===== config.mk =====
export PLATFORM = sky130hd
export DESIGN_NAME = status_led_blink_sequencer_core
export DESIGN_NICKNAME = d
export VERILOG_FILES = /design/src/sv/slbs_pkg.sv /design/src/sv/status_led_blink_sequencer_core.sv /design/src/sv/slbs_step.sv
export SDC_FILE = /design/constraint.sdc
export NUM_CORES = 1
export LEC_CHECK = 0
export ABC_CLOCK_PERIOD_IN_PS = 2770
export BUFFER_PORTS_ARGS = -buffer_cell sky130_fd_sc_hd__buf_2
export CORE_UTILIZATION = 40
export CTS_CLUSTER_SIZE = 14
export DETAILED_ROUTE_END_ITERATION = 7
export PLACE_DENSITY = 0.65
export SETUP_SLACK_MARGIN = 0.15
export SLEW_MARGIN = 15
export SYNTH_ARGS = -nofsm -noshare
export SYNTH_HDL_FRONTEND = slang
export SYNTH_HIERARCHICAL = 1
export SYNTH_SLANG_ARGS = --single-unit

===== constraint.sdc =====
create_clock -name clk -period 2.77 [get_ports clk]
set_input_delay 0.554 -clock clk [delete_from_list [all_inputs] [get_ports clk]]
set_output_delay 0.554 -clock clk [all_outputs]
set_load 0.01 [all_outputs]

===== src/sv/slbs_pkg.sv =====
package slbs_pkg;

  // Field widths
  localparam int unsigned STATUS_W = 2;
  localparam int unsigned STEP_W   = 3;
  localparam int unsigned WAIT_W   = 11;
  localparam int unsigned CFG_IDX_W = 2;
  localparam int unsigned CFG_DATA_W = 1;

  // Default gap between pattern repeats, in ticks
  localparam int unsigned GAP_MS_DEF = 20;

  // Opcodes
  localparam logic OP_TICK = 1'b0;
  localparam logic OP_SET  = 1'b1;

  // Status codes
  localparam logic [STATUS_W-1:0] ST_OFF   = 2'd0;
  localparam logic [STATUS_W-1:0] ST_OK    = 2'd1;
  localparam logic [STATUS_W-1:0] ST_ERROR = 2'd2;
  localparam logic [STATUS_W-1:0] ST_ON    = 2'd3;

  // Configuration register indexes
  localparam logic [CFG_IDX_W-1:0] CFG_ENABLED = 2'd0;
  localparam logic [CFG_IDX_W-1:0] CFG_INVERT  = 2'd1;

  // Longest step duration in the pattern table
  localparam logic [WAIT_W-1:0] DUR_MAX = 11'd1500;

  typedef struct packed {
    logic                opcode;
    logic [STATUS_W-1:0] new_status;
    logic                force_req;
  } slbs_in_t;

  typedef struct packed {
    logic pin_level;
    logic pin_driven;
  } slbs_out_t;

  typedef struct packed {
    logic [STATUS_W-1:0] status;
    logic [STEP_W-1:0]   step;
    logic [WAIT_W-1:0]   wait_cnt;
    logic                lit;
  } slbs_state_t;

  // Pattern table: step duration in ticks, zero ends the pattern
  function automatic logic [WAIT_W-1:0] pattern_dur(logic [STATUS_W-1:0] st,
                                                    logic [STEP_W-1:0] idx);
    logic [WAIT_W-1:0] dur;
    dur = '0;
    case (st)
      ST_OK: begin
        case (idx)
          3'd0:    dur = 11'd100;
          3'd1:    dur = 11'd900;
          default: dur = '0;
        endcase
      end
      ST_ERROR: begin
        case (idx)
          3'd0, 3'd1, 3'd2, 3'd3, 3'd4: dur = 11'd100;
          3'd5:    dur = 11'd1500;
          default: dur = '0;
        endcase
      end
      ST_ON: begin
        case (idx)
          3'd0:    dur = 11'd100;
          default: dur = '0;
        endcase
      end
      default: dur = '0;
    endcase
    return dur;
  endfunction

endpackage


===== src/sv/status_led_blink_sequencer_core.sv =====
// Each input transfer writes its result into the output register.
// Throughput: one item per cycle; the input stalls only while a held result is stalled.
// State update and table lookup are one combinational step between the state and
// output registers.
// Reset (synchronous, rst_n low) clears status, step, countdown, lit, enabled and invert.
module status_led_blink_sequencer_core import slbs_pkg::*; #(
  parameter int unsigned GAP_MS = GAP_MS_DEF
) (
  input  logic                  clk,
  input  logic                  rst_n,
  input  logic                  in_valid,
  output logic                  in_stall,
  input  slbs_in_t              in_data,
  output logic                  out_valid,
  input  logic                  out_stall,
  output slbs_out_t             out_data,
  input  logic                  cfg_we,
  input  logic [CFG_IDX_W-1:0]  cfg_idx,
  input  logic [CFG_DATA_W-1:0] cfg_wdata
);

  logic        enabled_r;
  logic        invert_r;
  slbs_state_t state_r;
  slbs_state_t state_nxt;
  logic        out_valid_r;
  slbs_out_t   out_data_r;
  logic        in_xfer;

  // Accept while the output register is empty or draining
  assign in_stall = out_valid_r && out_stall;
  assign in_xfer  = in_valid && !in_stall;

  slbs_step #(
    .GAP_MS(GAP_MS)
  ) u_step (
    .cur  (state_r),
    .item (in_data),
    .nxt  (state_nxt)
  );

  // Configuration writes
  always_ff @(posedge clk) begin
    if (!rst_n) begin
      enabled_r <= 1'b0;
      invert_r  <= 1'b0;
    end else if (cfg_we) begin
      case (cfg_idx)
        CFG_ENABLED: enabled_r <= cfg_wdata[0];
        CFG_INVERT:  invert_r  <= cfg_wdata[0];
        default:     ;
      endcase
    end
  end

  // Advance sequencer state; hold it while disabled
  always_ff @(posedge clk) begin
    if (!rst_n) begin
      state_r <= '0;
    end else if (in_xfer && enabled_r) begin
      state_r <= state_nxt;
    end
  end

  // Output register valid
  always_ff @(posedge clk) begin
    if (!rst_n) begin
      out_valid_r <= 1'b0;
    end else if (in_xfer) begin
      out_valid_r <= 1'b1;
    end else if (!out_stall) begin
      out_valid_r <= 1'b0;
    end
  end

  // Output register payload
  always_ff @(posedge clk) begin
    if (in_xfer) begin
      out_data_r.pin_level  <= enabled_r & (state_nxt.lit ^ invert_r);
      out_data_r.pin_driven <= enabled_r;
    end
  end

  assign out_valid = out_valid_r;
  assign out_data  = out_data_r;

`ifndef SYNTHESIS
  // An undriven pin never shows a high level
  a_level_needs_drive: assert property (@(posedge clk) disable iff (!rst_n)
    out_valid_r |-> (out_data_r.pin_driven || !out_data_r.pin_level))
    else $error("pin_level high while pin not driven");

  // A disabled block keeps its sequencer state
  a_frozen_when_off: assert property (@(posedge clk) disable iff (!rst_n)
    (in_xfer && !enabled_r) |=> $stable(state_r))
    else $error("state changed while disabled");

  // A forced set restarts the pattern from step zero with no wait
  a_force_restart: assert property (@(posedge clk) disable iff (!rst_n)
    (in_xfer && enabled_r && in_data.opcode == OP_SET && in_data.force_req)
    |=> (state_r.step == '0 && state_r.wait_cnt == '0))
    else $error("forced set did not restart the pattern");

  // Step and countdown stay within the table
  a_state_range: assert property (@(posedge clk) disable iff (!rst_n)
    (state_r.step <= 3'd6) && (state_r.wait_cnt <= DUR_MAX))
    else $error("step or countdown out of range");
`endif

endmodule


===== src/sv/slbs_step.sv =====
module slbs_step import slbs_pkg::*; #(
  parameter int unsigned GAP_MS = GAP_MS_DEF
) (
  input  slbs_state_t cur,
  input  slbs_in_t    item,
  output slbs_state_t nxt
);

  logic [WAIT_W-1:0] wait_dec;
  logic [WAIT_W-1:0] dur;
  logic              wait_hold;

  // Count down; a step runs when the count is or reaches zero
  assign wait_dec  = cur.wait_cnt - 1'b1;
  assign wait_hold = (cur.wait_cnt != '0) && (wait_dec != '0);
  assign dur       = pattern_dur(cur.status, cur.step);

  always_comb begin
    nxt = cur;
    if (item.opcode == OP_SET) begin
      // Restart the pattern on a new status or a forced set
      if (item.force_req || (item.new_status != cur.status)) begin
        nxt.status   = item.new_status;
        nxt.step     = '0;
        nxt.wait_cnt = '0;
        nxt.lit      = (item.new_status == ST_ON);
      end
    end else if (wait_hold) begin
      nxt.wait_cnt = wait_dec;
    end else if (dur == '0) begin
      // End of pattern: wait out the gap, keep the level
      nxt.step     = '0;
      nxt.wait_cnt = WAIT_W'(GAP_MS);
    end else begin
      // Even steps light, odd steps darken
      nxt.lit      = ~cur.step[0];
      nxt.wait_cnt = dur;
      nxt.step     = cur.step + 1'b1;
    end
  end

endmodule


==> run metrics <==
RSZ-0062 raised after global routing true; Core Area 0.00406 sq mm; 1st-iter DRT viols 77; fin crit period 2.59 ns; area grow syn2layout 19.0%; # hold bufs at CTS 0; clock skew 0.00511 ns; ant diodes 0; RD Place Congestion 0.808; largest net degree at the start of global routing 39; DRC viols 0; Root Buffer clkbuf_8; post-synthesis simple-gate area fraction 26.3%; Final Setup Violations 0; I/O pin total 16; GR Overflow Total 0; clock buffer depth 2; Synth Area in Compound Gates 19.1%; initial antenna violation count 0; Chip Height 67.6 microns; Distinct cells, synth 50; # rows 23; worst slack, placed 0.0139 ns; worst hold-check path type register to register; Post-synth top flop dfxtp_1; VDD IR max 0.282 mV; Synth async-reset ratio 0%; Initial Util 42.4%; R2R cell count 8; max_cap viols 0; layout cells sized above 1 24.6%; Slew Limit Fails 0; final wirelength 3800 microns; clk sinks 22; Hold Path Sink invert_r$_SDFFE_PN0P_; Mean Syn Cell Area 7.92 sq um; most frequent cells in the layout nand2_1 (49), mux2i_1 (19), buf_4 (19), dfxtp_1 (18), buf_2 (15); P per Cell Area 361 mW/mm^2; Post-Synthesis Cell Area 0.00172 sq mm; yosys warns 6; Fillers 403; XOR/XNOR Fraction of Synth Area 3.06%; Post-DRT Antenna Nets 0; status complete, no violations; combinational family with the most area after synthesis simple AND/OR/NAND/NOR gates; Synth Instances 217; total negative slack 0 ns; hpwl dp 2520 microns; hold_sp invert_r$_SDFFE_PN0P_; worst-path fanout max 3; setup ws final 0.182 ns; Final #Nets 264; # port buffers 15; Synth Area in Adders 5.09%; R2R Setup Slk 0.18 ns; first drt pass iteration count 4; r2r endpoint out_data[1]$_DFFE_PP_; Min Hold Slack 0.488 ns; Worst-Margin Slew 0.623 ns; worst hold stages 2; critical path data arrival time 2.63 ns; worst rel slew slack 58.5%; CTS Buf Count 3; r2r startpoint state_r[1]$_SDFFE_PN0P_; crit path capture type register; clock slew at reported path FFs 0.10 ns; total die area 0.00456 sq mm; WS Path Type register to register; max frequency 386 MHz; syn_nets 236; Max H-tree Level 1; fin crit share 93.4%; Req. time, crit path 2.81 ns; Synth Register Bits 22; startpoint types register; Wirelength per Cell 12.9 microns; fin util 50.4%; CTS tree done; most common cell after layout, fill and taps aside nand2_1; Total GRT Usage 18.7%; vias in the first global route 1,407; share of the yosys chip area belonging to registers 26.8%; vias per cell 5.36; Post-synth EDFFs 2; final count of hold timing violations 0; die width 67.6 microns; worst skew pair latency 0.28 ns; global-route wire length before repair 6440 microns; Lkg Pwr 0.000799 uW; mux contribution to synthesized area 12.4%; via count 1,577
cell usage after synthesis, drive strengths merged (2+ instances only):
cell type  number  share of area [%]
nor3            8                3.0
a22o            2                1.0
o21ai          13                3.8
mux2            2                1.3
a31oi           2               0.73
nor2b           4                1.5
nor3b           2               0.87
clkbuf          6                1.3
nand2b          2               0.73
nor2           11                2.4
a21o            2               0.95
nand2          49                 11
dfxtp          20                 23
a32oi           2                1.0
inv            10                2.2
o211ai          2               0.87
edfxtp          2                3.5
o311ai          2                1.0
nand3           3               0.87
a21boi          2                1.5
nor4            2               0.73
o21a            2               0.87
ha              7                5.1
a21oi           9                2.6
and2            3                1.3
buf             6                3.7
mux2i          19                 11
nand3b          3                1.3
a221o           3                1.7
xor2            5                2.5
worst max path at each step:
stage,endpoint,start,cells past startpoint
after global placement,out_data[1]$_DFFE_PP_,state_r[2]$_SDFFE_PN0P_,9
after floorplan,out_data[1]$_DFFE_PP_,state_r[1]$_SDFFE_PN0P_,9
after global routing,out_data[1]$_DFFE_PP_,state_r[1]$_SDFFE_PN0P_,8
after detailed placement,out_data[1]$_DFFE_PP_,state_r[2]$_SDFFE_PN0P_,9
final,out_data[1]$_DFFE_PP_,state_r[1]$_SDFFE_PN0P_,8
after CTS,out_data[1]$_DFFE_PP_,state_r[1]$_SDFFE_PN0P_,8
flip-flops by register name, indices dropped and copies added, names as in the netlist:
signal / flops
state_r: 17
enabled_r: 1
invert_r: 1
out_data: 2
out_valid: 1
report_power, final:
part	internal [uW]	switching (uW)	leakage, uW
registers	325	2.87	0.000183
clock network	194	128	0.0000357
logic	38.9	51.2	0.000580
total	558	182	0.000799
cells by family (layout without fill, tap and decap cells):
logic type / Yosys count / count (layout)
buffers and inverters: 22 / 49
AND/OR/NAND/NOR: 92 / 92
XOR/XNOR: 6 / 6
flip-flops: 22 / 22
multiplexers: 21 / 21
AO/OA/AOI/OAI: 47 / 47
adder cells (fa/ha/maj): 7 / 7
stage by stage:
stage	cell area, sq um	instances	total power, uW
final	2050	294	739
after detailed placement	1870	281	421
after global routing	2050	294	763
after CTS	2000	292	737
after floorplan	1730	217	395
after global placement	1870	281	420
critical path, stage by stage, from the launching register on:
cell	delay, ns
dfxtp_2	0.34
inv_2	0.08
ha_4	0.13
or4b_4	0.48
or3_4	0.39
a311o_1	0.32
a211o_1	0.34
xor2_1	0.14
and2_1	0.13
layer usage:
layer  vias up  share of wire, %  track usage [%]
met2        19                49             32.2
met5         -                 0                0
met4         0               1.3             7.18
li1        820                 -                -
met1       733                48             23.7
met3         5               1.9             2.03
final cells by class:
class                           instances  area (sq um)  share of cell area [%]
Multi-Input combinational cell        173          1180                    57.8
Sequential cell                        22           463                    22.6
Timing Repair Buffer                   35           229                    11.2
Tap cell                               50          62.6                    3.06
Clock buffer                            3          41.3                    2.02
Inverter                               10          37.5                    1.83
Clock inverter                          1          30.0                    1.47
timing repair:
action | 4_1_cts | 5_1_grt
pin swaps | 6 | 2
setup endpoints to repair | 1 | 12
resized for setup | 4 | 6
buffers inserted | 7 | 2
(Power assumes the default switching activity.)
